===== src/rtl/core/gomv_pkg.sv =====
// Package for the gradient orientation majority vote block.
// Holds widths, register codes, pipeline structs and the angle-to-label function.
// No dependencies; the RTL files refer to it by scoped names, the testbench imports it.
package gomv_pkg;

  // Line store geometry
  localparam int MAX_WIDTH = 1024;
  localparam int ADDR_W    = $clog2(MAX_WIDTH);
  localparam int WIDTH_W   = ADDR_W + 1;

  // Field widths
  localparam int ANGLE_W = 13;
  localparam int MAG_W   = 15;
  localparam int LABEL_W = 4;
  localparam int NUM_LABELS = 16;
  localparam int CFG_W   = 11;
  localparam int ROW_W   = CFG_W + 1;
  localparam int LINE_W  = 2 * LABEL_W + MAG_W;

  // Window
  localparam int WIN_SIDE = 3;
  localparam int WIN_TAPS = WIN_SIDE * WIN_SIDE;
  localparam int VOTE_MIN = WIN_TAPS / 2 + 1;
  localparam int CNT_W    = $clog2(WIN_TAPS + 1);

  // Stream widths
  localparam int S_TDATA_W = 32;
  localparam int M_TDATA_W = 16;

  // Configuration port
  localparam int APB_ADDR_W = 4;
  localparam int APB_DATA_W = 32;

  typedef enum logic [1:0] {
    REG_THRESHOLD = 2'd0,
    REG_WIDTH     = 2'd1,
    REG_HEIGHT    = 2'd2
  } reg_idx_e;

  localparam logic [MAG_W-1:0] THRESHOLD_RESET = 15'd7680;
  localparam logic [CFG_W-1:0] WIDTH_RESET     = 11'd640;
  localparam logic [CFG_W-1:0] HEIGHT_RESET    = 11'd480;

  // floor(a / 180) as (a * RECIP_MULT) >> RECIP_SHIFT, exact for a < 2^16
  localparam int RECIP_SHIFT = 21;
  localparam logic [13:0] RECIP_MULT = 14'd11651;
  localparam logic [13:0] HALF_STEP  = 14'd90;

  // Item handed from the front end to the window stage
  typedef struct packed {
    logic [ADDR_W-1:0]  addr;
    logic [LABEL_W-1:0] lab;
    logic [MAG_W-1:0]   mag;
    logic               res;
    logic               deferred;
    logic               use_top;
    logic               use_bot;
    logic               use_left;
    logic               use_right;
    logic               frame_end;
  } issue_t;

  // Window snapshot handed to the vote stage, taps in row-major order
  typedef struct packed {
    logic [WIN_TAPS-1:0][LABEL_W-1:0] lab;
    logic [WIN_TAPS-1:0]              tap_en;
    logic                             keep;
    logic                             frame_end;
  } vote_t;

  // Label = round_half_even(a / 180) mod 16. Two reciprocal products, one
  // for (a+90) and one for (a+89); they differ only on an exact tie.
  function automatic logic [LABEL_W-1:0] angle_label(input logic [ANGLE_W-1:0] a);
    logic [13:0] up;
    logic [13:0] lo;
    logic [27:0] pu;
    logic [27:0] pl;
    logic [5:0]  qu;
    logic [5:0]  ql;
    logic [5:0]  q;
    up = {1'b0, a} + HALF_STEP;
    lo = {1'b0, a} + (HALF_STEP - 14'd1);
    pu = {14'd0, up} * {14'd0, RECIP_MULT};
    pl = {14'd0, lo} * {14'd0, RECIP_MULT};
    qu = pu[RECIP_SHIFT+5:RECIP_SHIFT];
    ql = pl[RECIP_SHIFT+5:RECIP_SHIFT];
    // tie: round toward the even quotient
    q = ((qu != ql) && qu[0]) ? ql : qu;
    return q[LABEL_W-1:0];
  endfunction

endpackage


===== src/rtl/core/gomv_vote.sv =====
// Vote stage: majority tally over the 3x3 window and the output register.
// Depends on gomv_pkg; takes vote_t items from gomv_window.
module gomv_vote (
  input  logic                           clk_i,
  input  logic                           rst_ni,
  input  logic                           vote_valid_i,
  input  gomv_pkg::vote_t                vote_i,
  output logic                           vote_ready_o,
  output logic                           m_axis_tvalid,
  input  logic                           m_axis_tready,
  output logic [gomv_pkg::M_TDATA_W-1:0] m_axis_tdata,
  output logic                           m_axis_tlast
);

  logic                              out_valid_q;
  logic [gomv_pkg::NUM_LABELS-1:0]   bits_d, bits_q;
  logic                              last_q;
  logic                              out_en;

  // A label reaching the majority count is the only one that can, so the
  // row-major tie rule never matters for a nonzero result
  always_comb begin
    logic [gomv_pkg::CNT_W-1:0] cnt;
    bits_d = '0;
    for (int k = 0; k < gomv_pkg::WIN_TAPS; k++) begin
      cnt = '0;
      for (int j = 0; j < gomv_pkg::WIN_TAPS; j++) begin
        cnt = cnt + gomv_pkg::CNT_W'(vote_i.tap_en[j] && (vote_i.lab[j] == vote_i.lab[k]));
      end
      if (vote_i.tap_en[k] && (int'(cnt) >= gomv_pkg::VOTE_MIN)) begin
        bits_d[vote_i.lab[k]] = 1'b1;
      end
    end
    if (!vote_i.keep) begin
      bits_d = '0;
    end
  end

  // Output register
  assign out_en       = !out_valid_q || m_axis_tready;
  assign vote_ready_o = out_en;

  always_ff @(posedge clk_i or negedge rst_ni) begin
    if (!rst_ni) begin
      out_valid_q <= 1'b0;
    end else if (out_en) begin
      out_valid_q <= vote_valid_i;
    end
  end

  always_ff @(posedge clk_i) begin
    if (out_en && vote_valid_i) begin
      bits_q <= bits_d;
      last_q <= vote_i.frame_end;
    end
  end

  assign m_axis_tvalid = out_valid_q;
  assign m_axis_tdata  = gomv_pkg::M_TDATA_W'(bits_q);
  assign m_axis_tlast  = last_q;

endmodule


===== config.mk =====
export PLATFORM = sky130hd
export DESIGN_NAME = gomv_vote
export DESIGN_NICKNAME = d
export VERILOG_FILES = /design/src/rtl/core/gomv_pkg.sv /design/src/rtl/core/gomv_vote.sv
export SDC_FILE = /design/constraint.sdc
export NUM_CORES = 1
export LEC_CHECK = 0
export ABC_AREA = 0
export BUFFER_PORTS_ARGS = -buffer_cell sky130_fd_sc_hd__buf_2
export CAP_MARGIN = 20
export CORE_MARGIN = 2
export CORE_UTILIZATION = 45
export DETAILED_ROUTE_END_ITERATION = 6
export PLACE_DENSITY = 0.75
export SYNTH_ARGS = -nofsm -noshare
export SYNTH_HDL_FRONTEND = slang
export SYNTH_SLANG_ARGS = --single-unit

===== constraint.sdc =====
create_clock -name clk_i -period 3.72 [get_ports clk_i]
set_clock_uncertainty 0.1 [all_clocks]
set_input_delay 0.186 -clock clk_i [delete_from_list [all_inputs] [get_ports clk_i]]
set_output_delay 0.186 -clock clk_i [all_outputs]
set_load 0.05 [all_outputs]

=== After elaboration in Yosys (flattened, before gate mapping) ===
Index checks and enable logic that the tools add are counted.

* Input port bits: 51
* Logic and storage cells: 302
* Register bits: 18
* Output and inout port bits: 19

* Bitwise gates (word level): 8
* Add/subtract/negate cells: 72
* Magnitude comparators: 27
* Equality and inequality tests: 72
* Reductions and logical operators: 93
* Multiplexer cells: 27

{| class="wikitable"
|+ Operators by type and width
! operator !! number
|-
| 4-bit equality test || 72
|-
| 4-bit by 1-bit adder with 4-bit output || 45
|-
| 16-bit 2-to-1 mux || 9
|-
| 16-bit bitwise OR || 8
|-
| 1-bit logical AND || 91
|-
| 4-bit by 5-bit < comparator with 1-bit output, second input constant || 9
|-
| 3-bit by 1-bit adder with 4-bit output || 9
|-
| 1-bit demux with 4-bit select || 9
|-
| 4-bit by 1-bit greater-or-equal comparator with 1-bit output, second input constant || 9
|-
| 4-bit by 3-bit greater-or-equal comparator with 1-bit output, second input constant || 9
|-
| 2-bit by 1-bit adder with 3-bit output || 9
|-
| 1-bit by 1-bit adder with 2-bit output || 9
|-
| 1-bit 2-to-1 mux || 9
|-
| 1-bit logical NOT || 1
|-
| 1-bit logical OR || 1
|}

=== Depth between registers and ports, before layout ===
* Word-level depth: 29
* Gate-level depth with buffers: 18
* Gate-level depth less buffers: 16

=== Least setup slack after synthesis ===
Ideal clock, no wire load.

* Path kind: input to register
* Start: in vote_i[44] (netlist name)
* End: reg bits_q, in the netlist m_axis_tdata[14] (data pin)
* Stages on the path: 16
* Path slack: -1250 ps
* Setup time: 277 ps
* Data required time: 3343 ps
* Arrival: 4593 ps
* Buffers on the path: 3
* Cells stage by stage: clkbuf_1 buf_2 xor2_1 nor4_1 nand2_1 fa_1 fa_1 fa_1 fa_1 fa_1 nand2_1 nand2_1 buf_2 a21oi_1 a2111oi_0 a41oi_1

* Longest elaborated chain between the ends: 22
* Elaborated cells on any way between the ends: 88
* Those cells by class: add/sub (16); order compare (11); eq/ne (16); mux (11); bitwise (8); reduce/logical (26)

{| class="wikitable"
|+ RTL lines
! what !! RTL line !! text
|-
| start, declared || gomv_vote.sv:7 || <nowiki>input gomv_pkg::vote_t vote_i,</nowiki>
|-
| branches (longest 21 deep; another with 3-bit by 1-bit adder with 4-bit output) || -- ||
|-
| 16-bit 2-to-1 mux * || gomv_vote.sv:30 || <nowiki>if (vote_i.tap_en[k] && (int'(cnt) >= gomv_pkg::VOTE_MIN)) begin</nowiki>
|-
| end signal, assigned || gomv_vote.sv:53 || <nowiki>bits_q <= bits_d;</nowiki>
|-
| end, declared || gomv_vote.sv:16 || <nowiki>logic [gomv_pkg::NUM_LABELS-1:0] bits_d, bits_q;</nowiki>
|}

Every way passes the cells marked *.
A chain may end at the register's enable or synchronous reset.

=== Final worst setup path ===
* Start: in vote_i[35] (netlist name)
* End: reg bits_q, in the netlist m_axis_tdata[13] (data pin)

* Longest elaborated chain between the ends: 24
* Elaborated cells on any way between the ends: 104
* Those cells by class: add/sub (32); order compare (11); eq/ne (16); mux (11); bitwise (8); reduce/logical (26)

{| class="wikitable"
|+ RTL lines
! what !! RTL line
|-
| branches (longest 23 deep; another with 3-bit by 1-bit adder with 4-bit output) || --
|-
| 16-bit 2-to-1 mux * || gomv_vote.sv:30
|}

Marks and branches as above.

==> impl_metrics.csv <==
group,metric,value,unit
flow_run,max-cap-violations,0,
global_routing,grt_pass1_wl,41300,um
place,hpwl,20400,um
sta,hold_viol,0,
sta,fin_crit_sh,1.28,
detailed_routing,wire_per_inst,25.1,um
power_and_ir_drop,switching_share,0.460,
global_routing,grtUsageTotal,0.383,
setup_path,crit_required,3.72,ns
detailed_routing,dr.pass1.iters,6,
detailed_routing,drt_iter0_markers,1179,
layout,mostFrequentLayoutCells,"buf_4 (226), xor2_1 (131), nand2_1 (95), buf_2 (50), inv_1 (49)",
sta,fmax,0.211,GHz
setup_path,worstPathMaxFanout,5,
sta,relSlewSlack,0.476,
place,place_congestion,1.14,
detailed_routing,drc,0,
sta,report.final.slew_viol_count,0,
setup_path,cp.arrival,4.74,ns
detailed_routing,viasPerCell,6.50,
status,violations,"negative setup slack",
global_routing,antenna_found_initial,0,
layout,design_area,0.00968,sq mm
floorplanning,fp.dieH,119,um
yosys,synth_cells,755,
clock_network,clkLatencyLatePin,0.25,ns
sta,worst_slack,-1.03,ns
power_and_ir_drop,ir_worst_vdd,127,uV
layout,seqCellArea,536,sq um
floorplanning,die_width,119,um
floorplanning,dieArea,0.0141,sq mm
floorplanning,ios,70,
power_and_ir_drop,clock_power_share,0.159,
sta,rsz0062_at_grt,"true",
layout,final_common_cell,"buf_4",
yosys,ys_ff_latch,18,
yosys,synthArstFlopShare,0.0556,
floorplanning,start_util,0.465,
detailed_routing,antenna_left,0,
place,pre_cts_ws,-1.43,ns
layout,finalNetCount,1142,
yosys,syn-cell-area,0.00594,sq mm
global_routing,grt.overflow.total,0,
setup_path,path_cells,"buf_2 > xor2_1 > nor4_4 > nand2_2 > fa_1 > fa_1 > fa_1 > fa_2 > fa_2 > xnor2_2 > nand2_4 > buf_6 > a211oi_1 > a221oi_2 > a31oi_1",
setup_path,crit_top_cell,"fa_1",
setup_path,max_stage_delay,0.67,ns
power_and_ir_drop,pwr-share-seq,0.167,
layout,n_fill_cell,767,
status,status,"finished with violations",
power_and_ir_drop,combPwrFrac,0.674,
layout,drive_gt1_frac,0.483,
floorplanning,rows,41,
setup_path,cpMaxStageDelayCell,"a211oi_1",
setup_path,crit_type,"primary input to register",
sta,worst_slew_pin_slew,0.781,ns
place,placed_area,0.00804,sq mm
clock_network,clockRootBuffer,"clkbuf_16",
clock_network,numCtsBuffers,3,
clock_network,htreeDepth,1,
detailed_routing,vias,7795,
layout,final_cells,1199,
clock_network,clk_pin_slew,0.05,ns
power_and_ir_drop,internal_power,751,uW
power_and_ir_drop,p_leak,3.97,nW
clock_network,cts_tree,"yes",
clock_network,clockBufferDepth,2,
clock_network,cts_sinks,18,
yosys,syn_area_per_cell,7.86,sq um
yosys,synth_edf_count,17,
yosys,synth_nets,869,
global_routing,grt_max_degree,18,
floorplanning,core-area,0.0128,sq mm
yosys,synth_warnings,0,
sta,setup_viol,16,
detailed_routing,finalWirelength,30000,um
yosys,synthFlopType,"edfxtp_1",
min_path,hp-class,"primary input to register",
place,place_inst,1155,
power_and_ir_drop,p_sw,639,uW
setup_path,cp-start-kind,"primary input",
yosys,synth.distinct_cells,47,
yosys,ys_seq_area_frac,0.0902,
layout,diodes,0,
sta,fin_crit,4.75,ns
setup_path,cp-end-kind,"register",
layout,syn2layout_area_growth,63.1,%
global_routing,grt_pass1_vias,7281,
place,numPortBuffers,69,
power_and_ir_drop,power.density,144,mW/mm^2
layout,multiInputGateArea,0.00604,sq mm
state kept, by name, indices dropped and copies added (netlist names):
register       flops
m_axis_tvalid      1
m_axis_tlast       1
m_axis_tdata      16
worst paths after layout:
path | start | end | slack, ns | cells after the start
worst max-delay path | vote_i[35] | m_axis_tdata[13] | -1.03 | 15
max in group asynchronous | rst_ni | m_axis_tvalid | 3.29 | 2
min in group asynchronous | rst_ni | m_axis_tvalid | 0.14 | 2
worst max register to register | m_axis_tvalid | m_axis_tdata[11] | 2.15 | 2
worst min-delay path | vote_i[0] | m_axis_tlast | 0.01 | 1
worst min register to register | m_axis_tvalid | m_axis_tvalid | 0.42 | 2
power by group through the flow:
stage,Clock [mW],Combinational (mW),Sequential [mW]
6_report,0.221,0.937,0.232
5_1_grt,0.230,0.981,0.233
4_1_cts,0.218,0.828,0.232
3_5_place_dp,0,0.714,0.236
3_3_place_gp,0,0.699,0.236
2_1_floorplan,0,0.427,0.266
metrics by stage:
step	TNS (ns)	hold slack, ns	power, mW	utilization
final	-14.72	0.0135	1.39	0.758
after global routing	-16.81	0.0112	1.44	0.758
after CTS	-12.97	0.0157	1.28	0.723
after detailed placement	-20.58	-0.136	0.950	0.629
after global placement	-20.36	-0.138	0.935	0.629
after floorplan	-11.25	-0.210	0.693	-
what timing repair did:
action,in CTS,in global routing
setup endpoints to repair,16,16
hold buffers,1,0
pin swaps,71,31
buffers inserted,33,8
resized for setup,181,68
endpoints found under the hold margin,1,0
cloned,1,0
critical path, delay by kind of cell:
family,cells,cell delay [ns]
fa+ha+maj,5,2.32
simple gates,3,0.61
buf+inv,2,0.31
xor+xnor,2,0.37
compound gates,3,0.94
cells by family (layout without fill, tap and decap cells):
logic type               count (synthesis)  after routing  share of synthesized area
AO/OA/AOI/OAI                          135            135                      0.175
XOR/XNOR                               153            153                      0.226
adder cells (fa/ha/maj)                 63             63                      0.190
buffers and inverters                  111            382                     0.0851
flip-flops                              18             18                     0.0902
AND/OR/NAND/NOR                        275            276                      0.234
routing by layer:
metal  up-vias  track usage  part of all wire
met5         -            0                 0
met4         0        0.266              0.10
met3       264       0.0752              0.13
met2       770        0.596              0.43
met1      3603        0.477              0.34
li1       3158            -                 -
layout make-up:
class	count	area share
Multi-Input combinational cell	627	0.624
Clock buffer	3	0.00775
Timing Repair Buffer	325	0.270
Sequential cell	18	0.0553
Clock inverter	1	0.000388
Tap cell	172	0.0222
Inverter	53	0.0205
Yosys cell counts (all sizes together) (2+ instances only):
cell type / number / area (sq um)
and2: 12 / 75.1
edfxtp: 17 / 510
nand3b: 2 / 15.0
nand4: 6 / 37.5
a211oi: 19 / 148
xnor2: 9 / 78.8
o211ai: 2 / 25.0
a31oi: 7 / 43.8
fa: 45 / 901
clkbuf: 10 / 37.5
nor2: 20 / 75.1
nor4: 41 / 257
nor2b: 29 / 181
nor3: 6 / 30.0
ha: 18 / 225
a2111oi: 19 / 185
a32oi: 3 / 26.3
a21oi: 34 / 170
nand2b: 13 / 81.3
a22oi: 13 / 113
nand3: 22 / 115
o21ai: 5 / 43.8
xor2: 144 / 1260
a221oi: 17 / 149
or4: 3 / 22.5
nand2: 113 / 427
a41oi: 12 / 105
buf: 48 / 269
inv: 53 / 199
nor4b: 6 / 58.8
a21o: 2 / 15.0
Note: power is estimated with default switching activity, not from simulation.
