[config.mk]
export PLATFORM = sky130hd
export DESIGN_NAME = gomv_front
export DESIGN_NICKNAME = d
export VERILOG_FILES = /design/src/rtl/core/gomv_pkg.sv /design/src/rtl/core/gomv_front.sv
export SDC_FILE = /design/constraint.sdc
export NUM_CORES = 1
export LEC_CHECK = 0
export BUFFER_PORTS_ARGS = -buffer_cell sky130_fd_sc_hd__buf_2
export CORE_MARGIN = 4
export CORE_UTILIZATION = 45
export CTS_CLUSTER_SIZE = 25
export DETAILED_ROUTE_END_ITERATION = 10
export HOLD_SLACK_MARGIN = 0.02
export PLACE_DENSITY = 0.66
export SLEW_MARGIN = 30
export SYNTH_ARGS = -nofsm -noshare
export SYNTH_HDL_FRONTEND = slang
export SYNTH_SLANG_ARGS = --single-unit
[constraint.sdc]
create_clock -name clk_i -period 7.5 [get_ports clk_i]
set_input_delay 0.375 -clock clk_i [delete_from_list [all_inputs] [get_ports clk_i]]
set_output_delay 0.375 -clock clk_i [all_outputs]
set_load 0.02 [all_outputs]
[src/rtl/core/gomv_pkg.sv]
// Package for the gradient orientation majority vote block.
// Holds widths, register codes, pipeline structs and the angle-to-label function.
// No dependencies; the RTL files refer to it by scoped names, the testbench imports it.
package gomv_pkg;

  // Line store geometry
  localparam int MAX_WIDTH = 1024;
  localparam int ADDR_W    = $clog2(MAX_WIDTH);
  localparam int WIDTH_W   = ADDR_W + 1;

  // Field widths
  localparam int ANGLE_W = 13;
  localparam int MAG_W   = 15;
  localparam int LABEL_W = 4;
  localparam int NUM_LABELS = 16;
  localparam int CFG_W   = 11;
  localparam int ROW_W   = CFG_W + 1;
  localparam int LINE_W  = 2 * LABEL_W + MAG_W;

  // Window
  localparam int WIN_SIDE = 3;
  localparam int WIN_TAPS = WIN_SIDE * WIN_SIDE;
  localparam int VOTE_MIN = WIN_TAPS / 2 + 1;
  localparam int CNT_W    = $clog2(WIN_TAPS + 1);

  // Stream widths
  localparam int S_TDATA_W = 32;
  localparam int M_TDATA_W = 16;

  // Configuration port
  localparam int APB_ADDR_W = 4;
  localparam int APB_DATA_W = 32;

  typedef enum logic [1:0] {
    REG_THRESHOLD = 2'd0,
    REG_WIDTH     = 2'd1,
    REG_HEIGHT    = 2'd2
  } reg_idx_e;

  localparam logic [MAG_W-1:0] THRESHOLD_RESET = 15'd7680;
  localparam logic [CFG_W-1:0] WIDTH_RESET     = 11'd640;
  localparam logic [CFG_W-1:0] HEIGHT_RESET    = 11'd480;

  // floor(a / 180) as (a * RECIP_MULT) >> RECIP_SHIFT, exact for a < 2^16
  localparam int RECIP_SHIFT = 21;
  localparam logic [13:0] RECIP_MULT = 14'd11651;
  localparam logic [13:0] HALF_STEP  = 14'd90;

  // Item handed from the front end to the window stage
  typedef struct packed {
    logic [ADDR_W-1:0]  addr;
    logic [LABEL_W-1:0] lab;
    logic [MAG_W-1:0]   mag;
    logic               res;
    logic               deferred;
    logic               use_top;
    logic               use_bot;
    logic               use_left;
    logic               use_right;
    logic               frame_end;
  } issue_t;

  // Window snapshot handed to the vote stage, taps in row-major order
  typedef struct packed {
    logic [WIN_TAPS-1:0][LABEL_W-1:0] lab;
    logic [WIN_TAPS-1:0]              tap_en;
    logic                             keep;
    logic                             frame_end;
  } vote_t;

  // Label = round_half_even(a / 180) mod 16. Two reciprocal products, one
  // for (a+90) and one for (a+89); they differ only on an exact tie.
  function automatic logic [LABEL_W-1:0] angle_label(input logic [ANGLE_W-1:0] a);
    logic [13:0] up;
    logic [13:0] lo;
    logic [27:0] pu;
    logic [27:0] pl;
    logic [5:0]  qu;
    logic [5:0]  ql;
    logic [5:0]  q;
    up = {1'b0, a} + HALF_STEP;
    lo = {1'b0, a} + (HALF_STEP - 14'd1);
    pu = {14'd0, up} * {14'd0, RECIP_MULT};
    pl = {14'd0, lo} * {14'd0, RECIP_MULT};
    qu = pu[RECIP_SHIFT+5:RECIP_SHIFT];
    ql = pl[RECIP_SHIFT+5:RECIP_SHIFT];
    // tie: round toward the even quotient
    q = ((qu != ql) && qu[0]) ? ql : qu;
    return q[LABEL_W-1:0];
  endfunction

endpackage

[src/rtl/core/gomv_front.sv]
// Front end: column/row counters, frame sequencing and label computation.
// Depends on gomv_pkg; feeds gomv_window with one issue_t per stored item.
module gomv_front (
  input  logic                         clk_i,
  input  logic                         rst_ni,
  input  logic [gomv_pkg::CFG_W-1:0]   frame_width_i,
  input  logic [gomv_pkg::CFG_W-1:0]   frame_height_i,
  input  logic                         take_i,
  input  logic [gomv_pkg::ANGLE_W-1:0] angle_i,
  input  logic [gomv_pkg::MAG_W-1:0]   mag_i,
  input  logic                         flush_i,
  output logic                         issue_valid_o,
  output gomv_pkg::issue_t             issue_o
);

  logic [gomv_pkg::ADDR_W-1:0]  col_q, col_d;
  logic [gomv_pkg::ROW_W-1:0]   row_q, row_d;
  logic [gomv_pkg::WIDTH_W-1:0] w_eff;
  logic [gomv_pkg::CFG_W-1:0]   h_eff;
  logic [gomv_pkg::ROW_W-1:0]   h_ext, h_p1;
  logic                         col_ge, past_end;
  logic [gomv_pkg::ADDR_W-1:0]  c1, x;
  logic [gomv_pkg::ROW_W-1:0]   r1, r;
  logic [gomv_pkg::WIDTH_W-1:0] x_next;
  logic                         drain, skip, deferred;

  // Effective geometry
  always_comb begin
    if (frame_width_i == '0) begin
      w_eff = gomv_pkg::WIDTH_W'(1);
    end else if (int'(frame_width_i) > gomv_pkg::MAX_WIDTH) begin
      w_eff = gomv_pkg::WIDTH_W'(gomv_pkg::MAX_WIDTH);
    end else begin
      w_eff = gomv_pkg::WIDTH_W'(frame_width_i);
    end
    h_eff = (frame_height_i == '0) ? gomv_pkg::CFG_W'(1) : frame_height_i;
    h_ext = gomv_pkg::ROW_W'(h_eff);
    h_p1  = h_ext + gomv_pkg::ROW_W'(1);
  end

  // Position of this item, after catching up with a changed geometry
  always_comb begin
    col_ge   = {1'b0, col_q} >= w_eff;
    c1       = col_ge ? '0 : col_q;
    r1       = col_ge ? row_q + gomv_pkg::ROW_W'(1) : row_q;
    past_end = (r1 > h_p1) || ((r1 == h_p1) && (c1 != '0));
    x        = past_end ? '0 : c1;
    r        = past_end ? '0 : r1;
    drain    = r >= h_ext;
    skip     = !drain && flush_i;
    x_next   = {1'b0, x} + gomv_pkg::WIDTH_W'(1);
    deferred = (x == '0) && (r >= gomv_pkg::ROW_W'(2));
  end

  // Counter advance
  always_comb begin
    col_d = col_q;
    row_d = row_q;
    if (take_i) begin
      if (skip) begin
        col_d = x;
        row_d = r;
      end else if ((x == '0) && (r == h_p1)) begin
        col_d = '0;
        row_d = '0;
      end else if (x_next >= w_eff) begin
        col_d = '0;
        row_d = r + gomv_pkg::ROW_W'(1);
      end else begin
        col_d = x_next[gomv_pkg::ADDR_W-1:0];
        row_d = r;
      end
    end
  end

  always_ff @(posedge clk_i or negedge rst_ni) begin
    if (!rst_ni) begin
      col_q <= '0;
      row_q <= '0;
    end else begin
      col_q <= col_d;
      row_q <= row_d;
    end
  end

  // Item for the window stage; drain items store label 0 and magnitude 0
  always_comb begin
    issue_valid_o     = take_i && !skip;
    issue_o.addr      = x;
    issue_o.lab       = drain ? '0 : gomv_pkg::angle_label(angle_i);
    issue_o.mag       = drain ? '0 : mag_i;
    issue_o.deferred  = deferred;
    issue_o.res       = deferred || ((x != '0) && (r != '0));
    issue_o.use_top   = deferred ? (r >= gomv_pkg::ROW_W'(3)) : (r >= gomv_pkg::ROW_W'(2));
    issue_o.use_bot   = deferred ? (r <= h_ext) : (r < h_ext);
    issue_o.use_left  = deferred ? (w_eff >= gomv_pkg::WIDTH_W'(2))
                                 : (x >= gomv_pkg::ADDR_W'(2));
    issue_o.use_right = !deferred;
    issue_o.frame_end = deferred && (r == h_p1);
  end

endmodule

Word-level counts from Yosys, hierarchy flattened:

Index checks and enable logic that the tools add are counted.

* logic and storage cells: 62
* input port bits: 54
* register bits: 22

* equal/unequal tests: 3
* mux-type cells: 19
* multipliers: 2
* reductions and logical operators: 19
* add/sub/neg operators: 6
* magnitude comparators: 11

Operators by type and width (count)
* $mux W12: 5
* $mul A14 B14 Y27 const B: 2
* $mux W10: 5
* $mux W11: 3
* $add A13 B7 Y14 const B: 2
* $add A12 B1 Y12 const B: 2
* $eq A12 B12 Y1: 2
* $ge A12 B2 Y1 const B: 2
* $logic_not A11 Y1: 2
* $reduce_bool A10 Y1: 2
* $mux W15: 1
* $add A11 B1 Y12 const B: 1
* $ge A12 B11 Y1: 1
* $gt A12 B12 Y1: 1
* $le A12 B11 Y1: 1
* $lt A12 B11 Y1: 1
* $reduce_bool A12 Y1: 1
* $add A10 B1 Y11 const B: 1
* $ge A10 B11 Y1: 1
* $ge A11 B11 Y1: 1
* $ge A11 B2 Y1 const B: 1
* $gt A11 B11 Y1 const B: 1
* $ge A10 B2 Y1 const B: 1
* $logic_not A10 Y1: 1
* 6 further kinds: 19

Longest topological paths before layout:

Gate-level depths: netlist of run 1.

* word-level depth: 14
* mapped depth: 36
* depth with buffers taken out: 34

Worst setup path before layout of run 1:

OpenSTA, ideal clock, no wires.

* path kind: input to register
* start: in frame_width_i[10] (netlist bit)
* end: reg row_q[7] (netlist bit)
* stages on the path: 34
* path buffers: 2
* library setup time: 0.127 ns
* setup slack: -0.024 ns
* data arrival time: 7.397 ns
* required time: 7.373 ns
* path through: clkbuf_1 inv_1 clkbuf_1 nand2_1 ha_1 nand3_1 nor3_2 a221oi_4 a211oi_2 a41oi_1 nor2_1 inv_1 ha_1 and3_1 and4_1 or4b_1 o31ai_1 nor2b_1 and2_1 ha_1 nand3_1 xnor2_1 nor2_1 ha_1 and3_1 a221oi_1 o21ai_0 a21oi_1 o21ai_1 o211ai_1 nor4_1 mux2i_1 a221oi_1 nor2_1

RTL lines
* start, declared: RTL line gomv_front.sv:6 `input logic [gomv_pkg::CFG_W-1:0] frame_width_i,`
* end signal, assigned: RTL line gomv_front.sv:82 `row_q <= row_d;`
* end, declared: RTL line gomv_front.sv:17 `logic [gomv_pkg::ROW_W-1:0] row_q, row_d;`

==> results.cfg, run 1 <==
[sta]
finClkSkew_ps = 3.20
setup_viol = 0
rsz0062_at_grt = yes
hold_viol = 0
worstMarginPinSlew_ps = 649
fmaxAchievable_mhz = 137
relSlewSlack_pct = 56.6
finalCritPeriodShare_pct = 97.1
fin_setup_tns_ps = 0
post-route-min-period_ps = 7280
drv_slew = 0

[detailed_routing]
wire_per_inst_um = 15.8
routed_wl_mm = 24.1
post-route-drc-count = 0
drtPass1Iterations = 5
ant_nets = 0
via_count = 8287
drt_iter0_markers = 350
avgViaCountPerCell = 5.46

[critical_path]
critPathSlowestCell = fa_1
max_stage_delay_ps = 550
crit_required_ps = 7120
crit_path_frequent_cell = ha_1
critPathKind = input pin to output port
cp_max_fo = 9
crit_path_end_kind = output port
arrival_ps = 6910
crit_family = adder cells
crit_buf_inv = 6
crit_path_start_kind = input pin

[clock_tree]
htreeDepth = 1
cts_root_buffer = clkbuf_16
path_clk_slew_ps = 60
cts_tree = built
clk-insertion-delay-late_ps = 260
numCtsBuffers = 3
clkSinkCount = 22
ctsLongestPathBuffers = 2

[global_routing]
track_usage_pct = 19.9
grt_pass1_vias = 8266
grt_pass1_wl_mm = 39.8
grt_overflow_total = 0
antenna_found_initial = 0
grt_most_used_layer = met2
grt_max_degree = 23
gr-usage-met3_pct = 2.27
grt_use_met1_pct = 28.5
met2_usage_pct = 33.2

[die]
dieHeight_um = 154
start_util_pct = 45.7
ios = 91
core_um2 = 21000
dieWidth_um = 154
die_area_um2 = 23800
rows = 53

[yosys]
seq_area_frac_synth_pct = 5.73
ys_top_cells_by_count = 253 x ha_1, 158 x inv_1, 83 x fa_1, 65 x nand2_1, 63 x nor2_1
synth_seq_cells = 22
synth_top_area_share_pct = 32.9
netlist_area_um2 = 9620
synth_nets = 1478
ys_top_cells_by_area = ha_1 33%, fa_1 17%, inv_1 6.2%
ys_types = 73
synth_edf_count = 0
synth.most_common_cell = ha_1
ys_warn_count = 0
yosys.area.top_type = ha_1
synthCells = 1088
avgSynthCellArea_um2 = 8.84
synthFlopType = dfrtp_1
async_reset_ff_share_pct = 100

[final_layout]
antenna_cells = 0
synthToLayoutAreaGrowth_pct = 17.4
final_nets = 1635
drive_gt1_share_pct = 18.6
fillers = 1931
utilization_pct = 53.7

[pwr]
clkPwrFrac_pct = 2.5
switchingPower_w = 0.00262
p_seq_share_pct = 4.2
pwr-share-comb_pct = 93.2
switching_share_pct = 52.8
p_leak_nw = 5.93
power_density_nw_per_um2 = 439
internal_power_w = 0.00234
ir_drop_v = 0.000561

[outcome]
status = finished clean

[placement]
hpwlAfterDp_mm = 21.0
gp_congestion = 0.952
numPortBuffers = 90

[worst_hold_path]
min_path_type = input pin to asynchronous set/reset pin

[job]
drv_cap = 0
[layout make-up]
class / instances / area (um^2) / share of cell area (%)
Multi-Input combinational cell: 886 / 8640 / 76.5
Timing Repair Buffer: 172 / 1070 / 9.46
Sequential cell: 22 / 551 / 4.88
Inverter: 160 / 601 / 5.32
Tap cell: 275 / 344 / 3.05
Clock buffer: 4 / 88.8 / 0.787
[flip-flops by register name, indices dropped and copies added, names as in the netlist]
name	cells
col_q	10
row_q	12
[cell families after synthesis]
logic type | share of synthesized area, %
compound gates | 12.3
xor+xnor | 7.60
fa+ha+maj | 50.2
buf+inv | 7.26
flops | 5.73
mux | 1.07
simple gates | 15.8
[routing by layer]
metal  vias up  share of wire [%]
li1       4132                  -
met2       204                 47
met5         -                  0
met1      3934                 48
met3        17                4.9
met4         0               0.75
[what timing repair did]
| action | in CTS | in global routing |
|---|---|---|
| setup buffers | 0 | 9 |
| setup endpoints to repair | 1 | 14 |
| pin swaps | 0 | 25 |
| hold endpoints to repair | 0 | 0 |
| hold buffers | 0 | 0 |
| resized for setup | 1 | 47 |
[power groups by stage]
stage / sequential, W / combinational (W) / clock (W)
after global placement: 0.000208 / 0.00432 / 0
after floorplan: 0.000188 / 0.00321 / 0
final: 0.000210 / 0.00462 / 0.000126
after CTS: 0.000207 / 0.00445 / 0.000128
after global routing: 0.000216 / 0.00530 / 0.000133
after detailed placement: 0.000209 / 0.00439 / 0
[cell usage in the layout, fill, tap and decap left out, drive strengths merged, types with 17 or more instances in the layout]
master | netlist | layout
nand2 | 65 | 65
nor4 | 18 | 18
xor2 | 25 | 25
o21ai | 30 | 30
nand4 | 17 | 17
nor3 | 21 | 21
nand3 | 34 | 34
and2 | 29 | 29
dfrtp | 22 | 22
a21oi | 37 | 37
ha | 253 | 253
inv | 160 | 160
nor2 | 63 | 63
xnor2 | 48 | 48
buf | 6 | 172
fa | 83 | 83
[through the flow]
step / worst slack [ps] / std cells / total power (W) / hold slack (ps) / cell area, um^2
finish: 217 / 1519 / 0.00496 / 98.2 / 11300
global route: -76.1 / 1519 / 0.00565 / 126 / 11300
CTS: 5.91 / 1510 / 0.00479 / 108 / 11000
detailed placement: -8.07 / 1506 / 0.00460 / 385 / 10900
global placement: 52.2 / 1506 / 0.00453 / 386 / 10900
floorplan: 171 / 1088 / 0.00340 / 79.4 / 9620
[worst paths after layout]
| path | start | end | slack [ps] | cells past startpoint |
|---|---|---|---|---|
| min in group clk_i | take_i | row_q[0]$_DFFE_PN0P_ | 500 | 2 |
| max in group asynchronous | rst_ni | col_q[3]$_DFFE_PN0P_ | 7040 | 1 |
| max reg2reg | col_q[5]$_DFFE_PN0P_ | row_q[11]$_DFFE_PN0P_ | 630 | 31 |
| max | angle_i[0] | issue_o[23] | 220 | 27 |
| min reg2reg | row_q[11]$_DFFE_PN0P_ | row_q[11]$_DFFE_PN0P_ | 510 | 2 |
| min | rst_ni | col_q[8]$_DFFE_PN0P_ | 100 | 1 |
(Power assumes the default switching activity.)
==> inputs of run 2 (changes only) <==
Settings changed: GPL_TIMING_DRIVEN set to 0, PLACE_DENSITY 0.66 to not set.
Clock period 7.5 ns to 7.9 ns, I/O delays scaled along.
==> results.cfg, run 2 (synthesis gave the netlist of run 1 again) <==
[detailed_routing]
wire_per_inst_um = 16.1
drt_iter0_markers = 461
post-route-drc-count = 0
routed_wl_mm = 23.8
ant_nets = 0
drtPass1Iterations = 5
avgViaCountPerCell = 5.41
via_count = 7978

[final_layout]
mostFrequentLayoutCells = 249 x ha_1, 157 x inv_1, 86 x buf_2
fillers = 1989
reg_top3 = row_q (12), col_q (10)
largest_reg_flops = 12
synthToLayoutAreaGrowth_pct = 16.3
antenna_cells = 0
final_cell_area_um2 = 11200
regMostFlops = row_q
fin_cells = 1476
mostFrequentLayoutCell = ha_1
drive_gt1_share_pct = 17.6
final_nets = 1593

[placement]
dp_cells = 1447
hpwlAfterDp_mm = 20.1
place_ws_ps = -1300
placed_cell_area_um2 = 10400
gp_congestion = 0.877
numPortBuffers = 84

[global_routing]
grt_pass1_wl_mm = 39.2
track_usage_pct = 19.6
grt_max_degree = 23
grt_pass1_vias = 7770
antenna_found_initial = 0
grt_overflow_total = 0

[sta]
setup_viol = 0
hold_viol = 0
finalCritPeriodShare_pct = 96.8
post-route-min-period_ps = 7650
finClkSkew_ps = 1.62
finalWorstSetupSlack_ps = 252
fmaxAchievable_mhz = 131
relSlewSlack_pct = 34.0
drv_slew = 0
hold-worst-slack_ps = 113
worstMarginPinSlew_ps = 982

[critical_path]
critPathKind = input pin to output port
crit_path_end_kind = output port
arrival_ps = 7250
reg2reg_from = col_q[6]$_DFFE_PN0P_
cp_max_fo = 10
crit_required_ps = 7510
rr_worst_depth = 32
reg2reg_slack_ps = 780
r2r_end = row_q[11]$_DFFE_PN0P_
crit_path_start_kind = input pin

[pwr]
p_leak_nw = 5.81
ir_drop_v = 0.000637
power_density_nw_per_um2 = 400

[die]
core_um2 = 21000
die_area_um2 = 23800
ios = 91
dieHeight_um = 154
start_util_pct = 45.7
rows = 53
dieWidth_um = 154

[clock_tree]
clkSinkCount = 22
path_clk_slew_ps = 60
cts_root_buffer = clkbuf_16
numCtsBuffers = 3
clk-insertion-delay-late_ps = 260
htreeDepth = 1
cts_tree = built
ctsLongestPathBuffers = 2
cts_hold_buffers = 0

[worst_hold_path]
min_path_type = input pin to asynchronous set/reset pin

[outcome]
status = finished clean

[job]
drv_cap = 0
[run 2: cell count changes in the layout (fill, tap and decap cells not counted), sizes merged]
| cell | delta |
|---|---|
| inv | -1 |
| buf | -54 |
| clkbuf | +11 |
| clkinvlp | +1 |
[run 2: per-layer routing]
layer	up-vias	GRT usage, %	routed length (um)
met5	-	0	0
met4	0	1.09	54
met3	4	1.06	932
met2	171	31.7	10800
met1	3774	30.5	12000
li1	4029	-	-
[run 2: worst max-delay path, cell delays in order]
cell and delay (ps):
clkbuf_4 200, ha_1 260, a21oi_2 210, nand2b_1 130
a21oi_2 210, buf_4 150, nor2_1 60, xor2_2 240
ha_1 320, fa_1 540, fa_1 520, fa_1 490
ha_1 310, ha_1 300, ha_1 320, nand4_1 100
nor2_1 70, a221o_1 380, o21a_1 230, o2111a_1 280
or4_1 490, o21ai_2 100, xnor2_2 110, o41ai_2 310
mux2i_1 200, and2_1 140, buf_2 160
[run 2: layout make-up]
type | count | area [um^2] | share of cell area (%)
Clock buffer | 3 | 75.1 | 0.671
Tap cell | 275 | 344 | 3.08
Sequential cell | 22 | 551 | 4.92
Multi-Input combinational cell | 886 | 8870 | 79.3
Buffer | 17 | 92.6 | 0.828
Timing Repair Buffer | 113 | 653 | 5.84
Inverter | 160 | 604 | 5.40
[run 2: worst max-delay path by stage]
stage | from | end | cells past startpoint
after global routing | angle_i[0] | issue_o[23] | 26
after detailed placement | frame_width_i[10] | row_q[11]$_DFFE_PN0P_ | 33
final | angle_i[0] | issue_o[23] | 27
after global placement | frame_width_i[10] | row_q[11]$_DFFE_PN0P_ | 33
after floorplan | frame_width_i[10] | row_q[7]$_DFFE_PN0P_ | 34
after CTS | frame_width_i[9] | row_q[11]$_DFFE_PN0P_ | 35
[run 2: timing repair]
action / 4_1_cts / 5_1_grt
pin swaps: 4 / 18
endpoints found under the setup margin: 40 / 42
setup buffers: 4 / 25
resized for setup: 23 / 73
cloned: 0 / 0
hold endpoints to repair: 0 / 0
[run 2: per-stage QoR]
stage	power (W)	setup TNS, ps	util (%)
detailed placement	0.00413	-22100	49.4
CTS	0.00434	0	50.6
global route	0.00514	-93.4	53.2
finish	0.00448	0	53.2
floorplan	0.00323	0	-
global placement	0.00411	-26280	49.4
[run 2: power by group]
part           total, W  switching, W  internal [W]
logic           0.00417       0.00234       0.00183
clock network  0.000111     0.0000437     0.0000670
registers      0.000197     0.0000531      0.000144
